## src/rtl/multichannel_3x3_conv_line_buffer_macros.svh

```systemverilog
// Assertion helpers shared by the line buffer RTL.
// All checks sample on clk_i and are off while rst_ni is low.
`ifndef MULTICHANNEL_3X3_CONV_LINE_BUFFER_MACROS_SVH
`define MULTICHANNEL_3X3_CONV_LINE_BUFFER_MACROS_SVH

// Concurrent check of a property.
`define CMLB_ASSERT(lbl, prop, msg) \
  lbl: assert property (@(posedge clk_i) disable iff (!rst_ni) (prop)) else $error(msg);

// Condition in one cycle implies a condition in the next.
`define CMLB_ASSERT_NEXT(lbl, cond, res, msg) \
  lbl: assert property (@(posedge clk_i) disable iff (!rst_ni) (cond) |=> (res)) else $error(msg);

`endif

```

## src/rtl/cmlb_pkg.sv

```systemverilog
`timescale 1ns / 1ps
package cmlb_pkg;

  localparam int KERNEL_SIZE = 3;
  localparam int TAPS        = KERNEL_SIZE * KERNEL_SIZE;
  localparam int HALF        = KERNEL_SIZE >> 1;
  localparam int MAX_HEIGHT  = 4096;

  localparam int PIX_W    = 16;
  localparam int COEF_W   = 16;
  localparam int CIDX_W   = 5;
  localparam int PROD_W   = PIX_W + COEF_W;
  localparam int TAP_W    = PROD_W + 2;
  localparam int ACC_W    = 36;
  localparam int WIDTH_W  = 11;
  localparam int HEIGHT_W = 13;
  localparam int CFG_W    = 13;
  localparam int CFG_IDX_W = 1;

  localparam int QDEPTH = 4;
  localparam int QAW    = $clog2(QDEPTH);
  localparam int QCW    = $clog2(QDEPTH + 1);

  typedef enum logic [1:0] {
    MODE_COEFF  = 2'd0,
    MODE_PIXEL  = 2'd1,
    MODE_FLUSH  = 2'd2,
    MODE_UNUSED = 2'd3
  } mode_e;

  typedef enum logic [CFG_IDX_W-1:0] {
    CFG_WIDTH  = 1'b0,
    CFG_HEIGHT = 1'b1
  } cfg_idx_e;

  typedef struct packed {
    logic [1:0]               mode;
    logic [CIDX_W-1:0]        coeff_index;
    logic signed [COEF_W-1:0] coeff_value;
    logic signed [PIX_W-1:0]  pix_ch0;
    logic signed [PIX_W-1:0]  pix_ch1;
    logic signed [PIX_W-1:0]  pix_ch2;
  } in_item_t;

  typedef struct packed {
    logic signed [ACC_W-1:0] out_value;
    logic                    out_last;
  } out_item_t;

  // Per-tap channel sums of one pixel beat.
  typedef struct packed {
    logic [TAPS-1:0][TAP_W-1:0] m;
  } taps_t;

  typedef struct packed {
    logic [WIDTH_W-1:0]  width;
    logic [HEIGHT_W-1:0] height;
  } cfg_t;

endpackage

```

## src/rtl/cmlb_fifo.sv

```systemverilog
`timescale 1ns / 1ps
`include "multichannel_3x3_conv_line_buffer_macros.svh"
module cmlb_fifo (
  input  logic                     clk_i,
  input  logic                     rst_ni,
  input  logic                     push_i,
  input  cmlb_pkg::taps_t          data_i,
  input  logic                     pop_i,
  output logic                     valid_o,
  output cmlb_pkg::taps_t          data_o,
  output logic [cmlb_pkg::QCW-1:0] count_o
);

  cmlb_pkg::taps_t mem_q [cmlb_pkg::QDEPTH];
  logic [cmlb_pkg::QAW-1:0] wr_q, rd_q;
  logic [cmlb_pkg::QCW-1:0] count_q;

  assign valid_o = (count_q != '0);
  assign data_o  = mem_q[rd_q];
  assign count_o = count_q;

  always_ff @(posedge clk_i or negedge rst_ni) begin
    if (!rst_ni) begin
      wr_q    <= '0;
      rd_q    <= '0;
      count_q <= '0;
    end else begin
      if (push_i) begin
        wr_q <= wr_q + 1'b1;
      end
      if (pop_i) begin
        rd_q <= rd_q + 1'b1;
      end
      count_q <= count_q + cmlb_pkg::QCW'(push_i) - cmlb_pkg::QCW'(pop_i);
    end
  end

  always_ff @(posedge clk_i) begin
    if (push_i) begin
      mem_q[wr_q] <= data_i;
    end
  end

  `CMLB_ASSERT(a_q_no_overflow, push_i |-> (count_q != cmlb_pkg::QCW'(cmlb_pkg::QDEPTH)), "queue overflow: front credit broken")
  `CMLB_ASSERT(a_q_no_underflow, pop_i |-> (count_q != '0), "pop from empty queue")

endmodule

```

## config.mk

```make
export PLATFORM = sky130hd
export DESIGN_NAME = cmlb_fifo
export DESIGN_NICKNAME = d
export VERILOG_FILES = /design/src/rtl/cmlb_pkg.sv /design/src/rtl/cmlb_fifo.sv
export VERILOG_INCLUDE_DIRS = /design/src /design/src/rtl
export SDC_FILE = /design/constraint.sdc
export NUM_CORES = 1
export LEC_CHECK = 0
export BUFFER_PORTS_ARGS = -buffer_cell sky130_fd_sc_hd__buf_2
export CORE_UTILIZATION = 46
export CTS_CLUSTER_DIAMETER = 30
export DETAILED_ROUTE_END_ITERATION = 10
export HOLD_SLACK_MARGIN = 0.06
export PLACE_DENSITY = 0.66
export SYNTH_ARGS = -nofsm -noshare
export SYNTH_HDL_FRONTEND = slang
export SYNTH_SLANG_ARGS = --single-unit
```

## constraint.sdc

```tcl
create_clock -name clk_i -period 9.9 [get_ports clk_i]
set_input_delay 0.99 -clock clk_i [delete_from_list [all_inputs] [get_ports clk_i]]
set_output_delay 0.99 -clock clk_i [all_outputs]
set_load 0.01 [all_outputs]
```

==> run_results.csv, run 1 <==
group,metric,value,unit
power,peakVddDrop,0.250,mV
power,leakage,19.5,nW
synth,yosys_warnings,0,
setup_path,slowest_delay,0.86,ns
sta,clock_skew,0.0288,ns
floorplan,rows,113,
synth,synthesis.area,44500,um^2
detailed_routing,postRouteAntennaNets,0,
clock_network,path_clk_slew,0.05,ns
floorplan,dieWidth,313,um
global_routing,grt_pass1_wl,138,mm
synth,synth.top_cells.by_count,"edfxtp_1 (1,224), mux4_2 (306), buf_2 (37), buf_6 (14), buf_4 (9)",
finish,ff_latch_area,36900,um^2
finish,final_area,56400,um^2
clock_network,cts_max_level,4,
sta,tns,0,ns
clock_network,clk_latency,0.76,ns
hold_path,hold_class,"in -> reg",
synth,syn_inst,1631,
clock_network,post-cts-setup-buffers,0,
floorplan,die-area,97900,um^2
clock_network,cts_inserted_buffers,216,
floorplan,core,95400,um^2
sta,tightest_slew,1.42,ns
clock_network,cts.path.max_buffers,3,
finish,post-route-util,59.1,%
placement,gp_congestion,0.766,
placement,io_buffers,619,
placement,dp.cells,3463,
synth,synth_most_common_cell,"edfxtp_1",
sta,layout_setup_ws,4.90,ns
setup_path,critPathBufInv,3,
detailed_routing,drt_first_iter_violations,1662,
setup_path,crit_path_end_kind,"primary output",
floorplan,io-pin-count,620,
global_routing,grt_max_degree,152,
setup_path,cp.arrival,4.01,ns
synth,synth_edf_count,1224,
global_routing,grt_overflow,0,
setup_path,worstPathRequired,8.91,ns
synth,synth_top_area_share,82.7,%
detailed_routing,drt_first_pass_iters,5,
sta,fmax,200,MHz
synth,yosysTopAreaCell,"edfxtp_1",
sta,relSlewSlack,5.15,%
setup_path,slowest_stage,"buf_4",
global_routing,antenna_found_initial,36,
sta,drv_slew,0,
placement,dp_slack,5.54,ns
clock_network,cts_sinks,1231,
synth,synthDistinctLibCells,16,
setup_path,critPathMaxFanout,90,
power,power.total,19.0,mW
setup_path,critPathTopFamily,"buffers and inverters",
run_status,status,"finished clean",
setup_path,path_class,"reg -> out",
finish,drive_above_1_share,50.1,%
setup_path,startpoint_type,"flip-flop",
placement,dpl.hpwl,53.2,mm
synth,syn_area_per_cell,27.3,um^2
synth,synth-main-ff-cell,"edfxtp_1",
finish,multi_input_comb_area,7080,um^2
detailed_routing,num_vias,20600,
clock_network,cts_tree,"yes",
job,cap_violations,0,
sta,fin_crit_sh,50.5,%
sta,whs,0.433,ns
setup_path,path_cells,"buf_4 > buf_12 > mux4_2 > buf_2",
floorplan,dieHeight,313,um
floorplan,start_util,46.6,%
sta,fin_crit,5.00,ns
detailed_routing,post_drt_wl_per_cell,23.9,um
sta,rsz0062_at_grt,"no",
finish,layout.cells.non_filler,3883,
finish,fill_cells,6697,
placement,place_area,49000,um^2
synth,mappedNetlistNets,1948,
sta,setup_violations,0,
sta,hold_viol_final,0,
global_routing,grt_pass1_vias,22400,
detailed_routing,drc,0,
detailed_routing,routed_wl,93.0,mm
synth,ys_top_cells_by_area,"edfxtp_1 (83%), mux4_2 (15%), buf_2 (0.42%), dfrtp_1 (0.39%), buf_6 (0.35%)",
clock_network,ctsRootBufferMaster,"clkbuf_16",
power,power.density,336,nW/um^2
global_routing,grt_usage,18.9,%
synth,synth-seq-cells,1231,
detailed_routing,via_per_inst,5.29,
finish,area_growth,26.9,%
synth,yosysSeqAreaShare,83.1,%
finish,fin_nets,2734,
synth,async_flop_share,0.569,%
layer usage:
metal | up-vias | routed length [um] | track usage (%) | share of wire (%)
met5 | - | 259 | 0 | 0.28
met4 | 42 | 2730 | 7.74 | 2.9
met3 | 214 | 7960 | 7.19 | 8.6
met2 | 818 | 47500 | 30.8 | 51
met1 | 10700 | 34600 | 22.8 | 37
li1 | 8811 | - | - | -
final cells by class:
type                            instances  share of cell area [%]
Sequential cell                      1231                    65.4
Multi-Input combinational cell        326                    12.6
Clock buffer                          241                    9.82
Timing Repair Buffer                  636                    5.94
Clock inverter                        163                    3.33
Tap cell                             1265                    2.80
Antenna cell                           15                  0.0665
Inverter                                6                  0.0399
cell families after synthesis:
| group | Yosys count | synth area share [%] |
|---|---|---|
| buffers and inverters | 74 | 1.04 |
| xor gates and xnor gates | 5 | 0.0985 |
| adders and majority gates | 7 | 0.214 |
| and+or+nand+nor | 7 | 0.0872 |
| AOI/OAI and AO/OA | 1 | 0.0112 |
| DFF | 1231 | 83.1 |
| muxes | 306 | 15.5 |
worst reg2reg max path, stage by stage, from the launching register on:
cell,delay [ns]
dfrtp_1,0.43
inv_1,0.11
ha_1,0.15
and2_4,0.35
buf_4,0.84
buf_4,1.00
cells in the final DEF (no fill, tap or decap), types with 2 or more instances in the layout:
master | Yosys | layout
edfxtp_1 | 1224 | 1224
clkinv_1 | 0 | 25
clkinv_2 | 0 | 37
clkinv_4 | 0 | 22
xnor2_1 | 3 | 3
clkinv_8 | 0 | 2
ha_1 | 6 | 6
inv_1 | 6 | 6
clkbuf_1 | 8 | 23
clkinvlp_4 | 0 | 25
clkinv_16 | 0 | 4
dfrtp_1 | 7 | 5
bufinv_16 | 0 | 30
clkbuf_16 | 0 | 218
inv_6 | 0 | 17
and2_4 | 0 | 4
diode_2 | 0 | 15
xor2_1 | 2 | 2
buf_2 | 37 | 619
dfrtp_4 | 0 | 2
mux4_2 | 306 | 306
buf_12 | 0 | 10
buf_4 | 9 | 6
nand2_1 | 2 | 2
registers in the layout, summed over array words and instances (netlist names):
register / cells
rd_q: 2
count_o: 3
wr_q: 2
mem_q: 1224
report_power, final:
group	total [mW]	leakage [nW]	internal (mW)	switching (mW)
logic	4.51	4.62	1.97	2.54
registers	7.11	11.3	6.84	0.275
clock network	7.35	3.56	4.83	2.53
total	19.0	19.5	13.6	5.34
repair_timing:
action / CTS / global route
hold buffers: 1 / 0
gates resized for setup: 0 / 0
setup endpoints to repair: 0 / 0
endpoints found under the hold margin: 7 / 0
path summary, 6_finish.rpt:
path                       cells past startpoint   startpoint  slack [ns]             to
setup / recovery                               4      rd_q[0]        4.90    data_o[172]
hold / removal                                 1  data_i[188]        0.43  mem_q[2][188]
setup reg to reg                               5      wr_q[0]        6.53  mem_q[2][106]
hold reg to reg                                1      wr_q[0]        0.56        wr_q[0]
max in group asynchronous                      2       rst_ni        9.12        rd_q[1]
min in group asynchronous                      2       rst_ni        0.59        wr_q[1]
Note: power is estimated with default switching activity, not from simulation.
==> run 2, diff against run 1 <==
- clock period: 9.9 -> 4.6 ns (I/O delays scaled with it)
==> run 2 against run 1 <==
  * Flip-flop and latch count unchanged
  * Global-route usage is 1.8 points higher
  * Via count rose by 6.9%
  * Sequential share of layout area shrank 3.8 points
  * First-iteration DRC count down 16%
  * Core utilization is 3.7 points higher
  * Largest cell class unchanged
==> run_results.csv, run 2 (same netlist as run 1, synthesis figures left out) <==
group,metric,value,unit
hold_path,worstHoldEndpoint,"mem_q[2][194]",
job,cap_violations,0,
power,leakage,21.0,nW
placement,gp_congestion,0.746,
setup_path,crit_path_end_kind,"primary output",
floorplan,die-area,97900,um^2
clock_network,ctsRootBufferMaster,"clkbuf_16",
detailed_routing,num_vias,22000,
global_routing,grt_overflow,0,
sta,fmax,294,MHz
sta,tightest_slew,1.07,ns
global_routing,grt_pass1_wl,150,mm
finish,fin_nets,3065,
power,power.density,695,nW/um^2
setup_path,r2r_start,"wr_q[0]",
detailed_routing,drt_first_iter_violations,1388,
power,power.total,41.7,mW
placement,place_area,49400,um^2
detailed_routing,drt_first_pass_iters,5,
power,power_frac_seq,36.7,%
detailed_routing,route.met2.wl,53.0,mm
detailed_routing,post_drt_wl_per_cell,24.1,um
power,pwr-share-clk,38.4,%
detailed_routing,wl_met3,7.15,mm
power,p_int,29.8,mW
clock_network,ctsResizeCount,0,
setup_path,critPathMaxFanout,54,
setup_path,r2r_setup_slack,2.22,ns
setup_path,rr_worst_depth,4,
finish,final_cell_mix,"edfxtp_1 (1,224), buf_2 (619), dlygate4sd3_1 (310)",
setup_path,worstPathRequired,4.14,ns
hold_path,hp-start,"data_i[194]",
setup_path,timing.rr.end,"mem_q[2][198]",
detailed_routing,drc,0,
clock_network,postCtsHoldBufs,310,
clock_network,clk_latency,0.79,ns
detailed_routing,postRouteAntennaNets,0,
power,p_switching,11.8,mW
clock_network,cts_sinks,1231,
sta,fin_crit_sh,74.0,%
sta,drv_slew,0,
clock_network,cts_inserted_buffers,210,
power,power_frac_comb,24.9,%
hold_path,hold_depth,2,
detailed_routing,wl_met1,37.3,mm
finish,final_area,59900,um^2
finish,largest_reg_flops,1224,
global_routing,grt_usage,20.8,%
sta,fin_crit,3.40,ns
hold_path,hold_class,"in -> reg",
floorplan,start_util,46.6,%
detailed_routing,top_layer,"met5",
sta,layout_setup_ws,1.20,ns
power,peakVddDrop,0.635,mV
sta,clock_skew,0.0429,ns
global_routing,grt_pass1_vias,24400,
sta,rsz0062_at_grt,"no",
setup_path,slowest_delay,1.12,ns
clock_network,cts_max_level,4,
clock_network,path_clk_slew,0.06,ns
clock_network,cts.path.max_buffers,3,
placement,dpl.hpwl,58.6,mm
global_routing,antenna_found_initial,12,
detailed_routing,routed_wl,101,mm
setup_path,path_class,"reg -> out",
placement,io_buffers,619,
setup_path,cp.arrival,2.94,ns
global_routing,grt_max_degree,85,
finish,area_growth,34.8,%
detailed_routing,via_per_inst,5.23,
floorplan,dieHeight,313,um
sta,setup_violations,0,
sta,tns,0,ns
finish,regMostFlops,"mem_q",
finish,mostFrequentLayoutCell,"edfxtp_1",
floorplan,io-pin-count,620,
placement,dp_slack,1.95,ns
run_status,status,"finished clean",
finish,drive_above_1_share,45.2,%
power,switching_share,28.4,%
floorplan,dieWidth,313,um
setup_path,startpoint_type,"flip-flop",
setup_path,slowest_stage,"dfrtp_4",
sta,relSlewSlack,28.7,%
setup_path,path_cells,"buf_4 > mux4_2 > buf_2",
sta,hold_viol_final,0,
floorplan,rows,113,
clock_network,cts_tree,"yes",
floorplan,core,95400,um^2
clock_network,post-cts-setup-buffers,0,
==> run 2: cell types whose count changed in the layout (fill, tap and decap cells not counted), sizes merged <==
cell | previous run | this run
dlygate4sd3 | 1 | 310
buf | 635 | 663
clkinv | 90 | 73
diode | 15 | 5
clkbuf | 241 | 233
bufinv | 30 | 36
inv | 24 | 30
clkinvlp | 25 | 28
==> run 2: worst max-delay path by stage <==
stage,start,to,slack [ns]
after floorplan,wr_q[0],mem_q[0][0],1.40
after global placement,rd_q[1],data_o[208],1.96
after detailed placement,rd_q[1],data_o[275],1.95
after CTS,rd_q[1],data_o[212],1.09
after global routing,rd_q[0],data_o[221],1.04
final,rd_q[1],data_o[212],1.20
==> run 2: layout make-up <==
type	instances	area, um^2
Clock buffer	233	5380
Inverter	6	22.5
Tap cell	1265	1580
Multi-Input combinational cell	326	7080
Sequential cell	1231	36900
Antenna cell	5	12.5
Fill cell	6340	35500
Clock inverter	161	2060
Timing Repair Buffer	973	6840
==> run 2: critical path, delay by kind of cell (launching register included) <==
kind / cells / cell delay, ns
flops: 1 / 1.12
buf+inv: 2 / 0.66
mux: 1 / 0.37
==> run 2: per-layer routing <==
metal	up-vias	global-route usage [%]
met5	-	0
met2	847	35.3
li1	9483	-
met4	8	9.37
met1	11400	24.4
met3	197	6.19
==> run 2: power by group through the flow <==
stage	clock network, mW	logic, mW	registers (mW)
floorplan	0	6.35	15.3
detailed placement	0	10.2	15.5
global placement	0	10.2	15.3
CTS	16.2	10.6	15.3
finish	16.0	10.4	15.3
global route	16.7	11.0	15.5
==> run 2: metrics by stage <==
step / hold slack, ns / util (%) / std cells
final: 0.421 / 62.8 / 4200
after global routing: 0.377 / 62.8 / 4200
after CTS: 0.353 / 62.8 / 4195
after detailed placement: 0.318 / 51.7 / 3491
after global placement: 0.310 / 51.7 / 3491
after floorplan: 0.164 / - / 1631
==> run 3, diff against run 2 <==
- PLACE_DENSITY: 0.66 -> 0.69
- clock period: 4.6 -> 2.9 ns (I/O delays scaled with it)
==> run 3 against run 2 <==
  * Via count up 3.3%
  * Final cell count up 1.5%
  * Combinational power up 74%
  * Non-clock buffer count up 65
  * Critical path depth up 1
  * Sequential power up 58%
  * First-iteration DRC count up 40%
  * Clock-buffer cell count down 2
  * Global-route usage up 0.49 points
  * Core utilization up 0.60 points
  * Critical path type unchanged
==> run_results.csv, run 3 (same netlist as run 1, synthesis figures left out) <==
group,metric,value,unit
run_status,status,"finished clean",
clock_network,cts_inserted_buffers,206,
placement,io_buffers,619,
job,cap_violations,0,
placement,dp.cells,3540,
finish,mostFrequentLayoutCell,"edfxtp_1",
setup_path,cp.arrival,2.52,ns
hold_path,hp-start,"data_i[28]",
floorplan,dieHeight,313,um
floorplan,core,95400,um^2
finish,post-route-util,63.4,%
detailed_routing,postRouteAntennaNets,0,
power,power_frac_seq,36.4,%
floorplan,io-pin-count,620,
finish,final_cell_mix,"edfxtp_1 (1,224), buf_2 (604), dlygate4sd3_1 (310)",
detailed_routing,top_layer,"met5",
clock_network,clk_latency,0.78,ns
global_routing,antenna_found_initial,12,
global_routing,grt_usage,21.3,%
detailed_routing,drc,0,
sta,fmax,355,MHz
global_routing,grt_max_degree,84,
setup_path,crit_start,"rd_q[0]",
power,peakVddDrop,0.753,mV
sta,layout_setup_ws,0.0853,ns
setup_path,r2r_setup_slack,0.76,ns
detailed_routing,via_per_inst,5.33,
setup_path,crit_path_end_kind,"primary output",
setup_path,path_cells,"buf_16 > buf_16 > mux4_2 > buf_2",
detailed_routing,wl_met1,38.1,mm
floorplan,rows,113,
clock_network,cts_tree,"yes",
setup_path,path_class,"reg -> out",
setup_path,critPathTopFamily,"buffers and inverters",
finish,fin_nets,3126,
floorplan,dieWidth,313,um
detailed_routing,drt_first_iter_violations,1945,
finish,layout.cells.non_filler,4261,
sta,hold_viol_final,0,
power,p_int,47.1,mW
detailed_routing,num_vias,22700,
power,switching_share,28.9,%
detailed_routing,routed_wl,106,mm
clock_network,cts_sinks,1231,
clock_network,path_clk_slew,0.05,ns
setup_path,crit_top_cell,"buf_16",
placement,dpl.hpwl,61.5,mm
finish,area_growth,36.1,%
finish,regMostFlops,"mem_q",
clock_network,cts_max_level,4,
floorplan,start_util,46.6,%
sta,tns,0,ns
clock_network,ctsRootBufferMaster,"clkbuf_16",
finish,final_area,60500,um^2
sta,drv_slew,0,
setup_path,critPathBufInv,3,
hold_path,hold_class,"in -> reg",
power,p_switching,19.2,mW
setup_path,critPathMaxFanout,18,
global_routing,grt_pass1_vias,24900,
detailed_routing,post_drt_wl_per_cell,24.8,um
finish,largest_reg_flops,1224,
sta,fin_crit,2.81,ns
placement,place_area,49900,um^2
placement,gp_congestion,0.809,
setup_path,slowest_delay,0.56,ns
sta,tightest_slew,0.751,ns
setup_path,startpoint_type,"flip-flop",
power,power.density,1090,nW/um^2
sta,fin_crit_sh,97.1,%
power,pwr-share-clk,36.2,%
power,power_frac_comb,27.4,%
power,power.total,66.2,mW
global_routing,grt_pass1_wl,154,mm
setup_path,r2r_start,"wr_q[0]",
setup_path,slowest_stage,"mux4_2",
power,leakage,21.3,nW
detailed_routing,route.met2.wl,55.2,mm
floorplan,die-area,97900,um^2
placement,dp_slack,0.653,ns
clock_network,cts.path.max_buffers,3,
finish,drive_above_1_share,46.1,%
global_routing,grt_overflow,0,
sta,whs,0.270,ns
sta,clock_skew,0.0517,ns
detailed_routing,drt_first_pass_iters,5,
detailed_routing,wl_met3,8.19,mm
sta,setup_violations,0,
finish,fill_cells,6136,
sta,relSlewSlack,49.9,%
setup_path,worstPathRequired,2.61,ns
-- run 3: worst reg2reg max path, stage by stage (launching register included) --
cell     delay, ns
dfrtp_1       0.43
inv_1         0.12
ha_1          0.15
and2_4        0.57
buf_4         0.48
-- run 3: cell type report --
type                    instances  area (um^2)  area share, %
flip-flops and latches       1231        36900           61.0
well taps                    1265         1580           2.62
clock buffers                 231         5270           8.71
multi-input cells             326         7080           11.7
diodes                          8         20.0         0.0331
inverters                       6         22.5         0.0372
clock inverters               156         1740           2.88
repair buffers               1038         7850           13.0
-- run 3: what timing repair did --
action	4_1_cts	5_1_grt
buffers inserted	0	8
resized for setup	24	16
hold buffers	310	0
hold endpoints to repair	1237	0
endpoints found under the setup margin	209	235
gates cloned	0	8
-- run 3: per-layer routing --
layer  up-vias  track usage, %
li1       9600               -
met1     11800            25.1
met2      1043            36.0
met3       244            6.13
met4         8            10.1
met5         -               0
-- run 3: final timing paths --
check | endpoint | depth (start not counted)
max | data_o[169] | 4
min in group asynchronous | rd_q[0] | 3
max reg2reg | mem_q[2][50] | 4
min | mem_q[2][28] | 2
max in group asynchronous | rd_q[1] | 3
min reg2reg | wr_q[0] | 1
-- run 3: power by group through the flow --
stage | registers (mW) | clock network, mW | logic [mW]
after global routing | 24.3 | 25.1 | 19.1
after detailed placement | 24.3 | 0 | 16.8
after CTS | 24.1 | 24.3 | 17.6
after global placement | 24.1 | 0 | 16.7
final | 24.1 | 24.0 | 18.1
after floorplan | 24.3 | 0 | 10.1
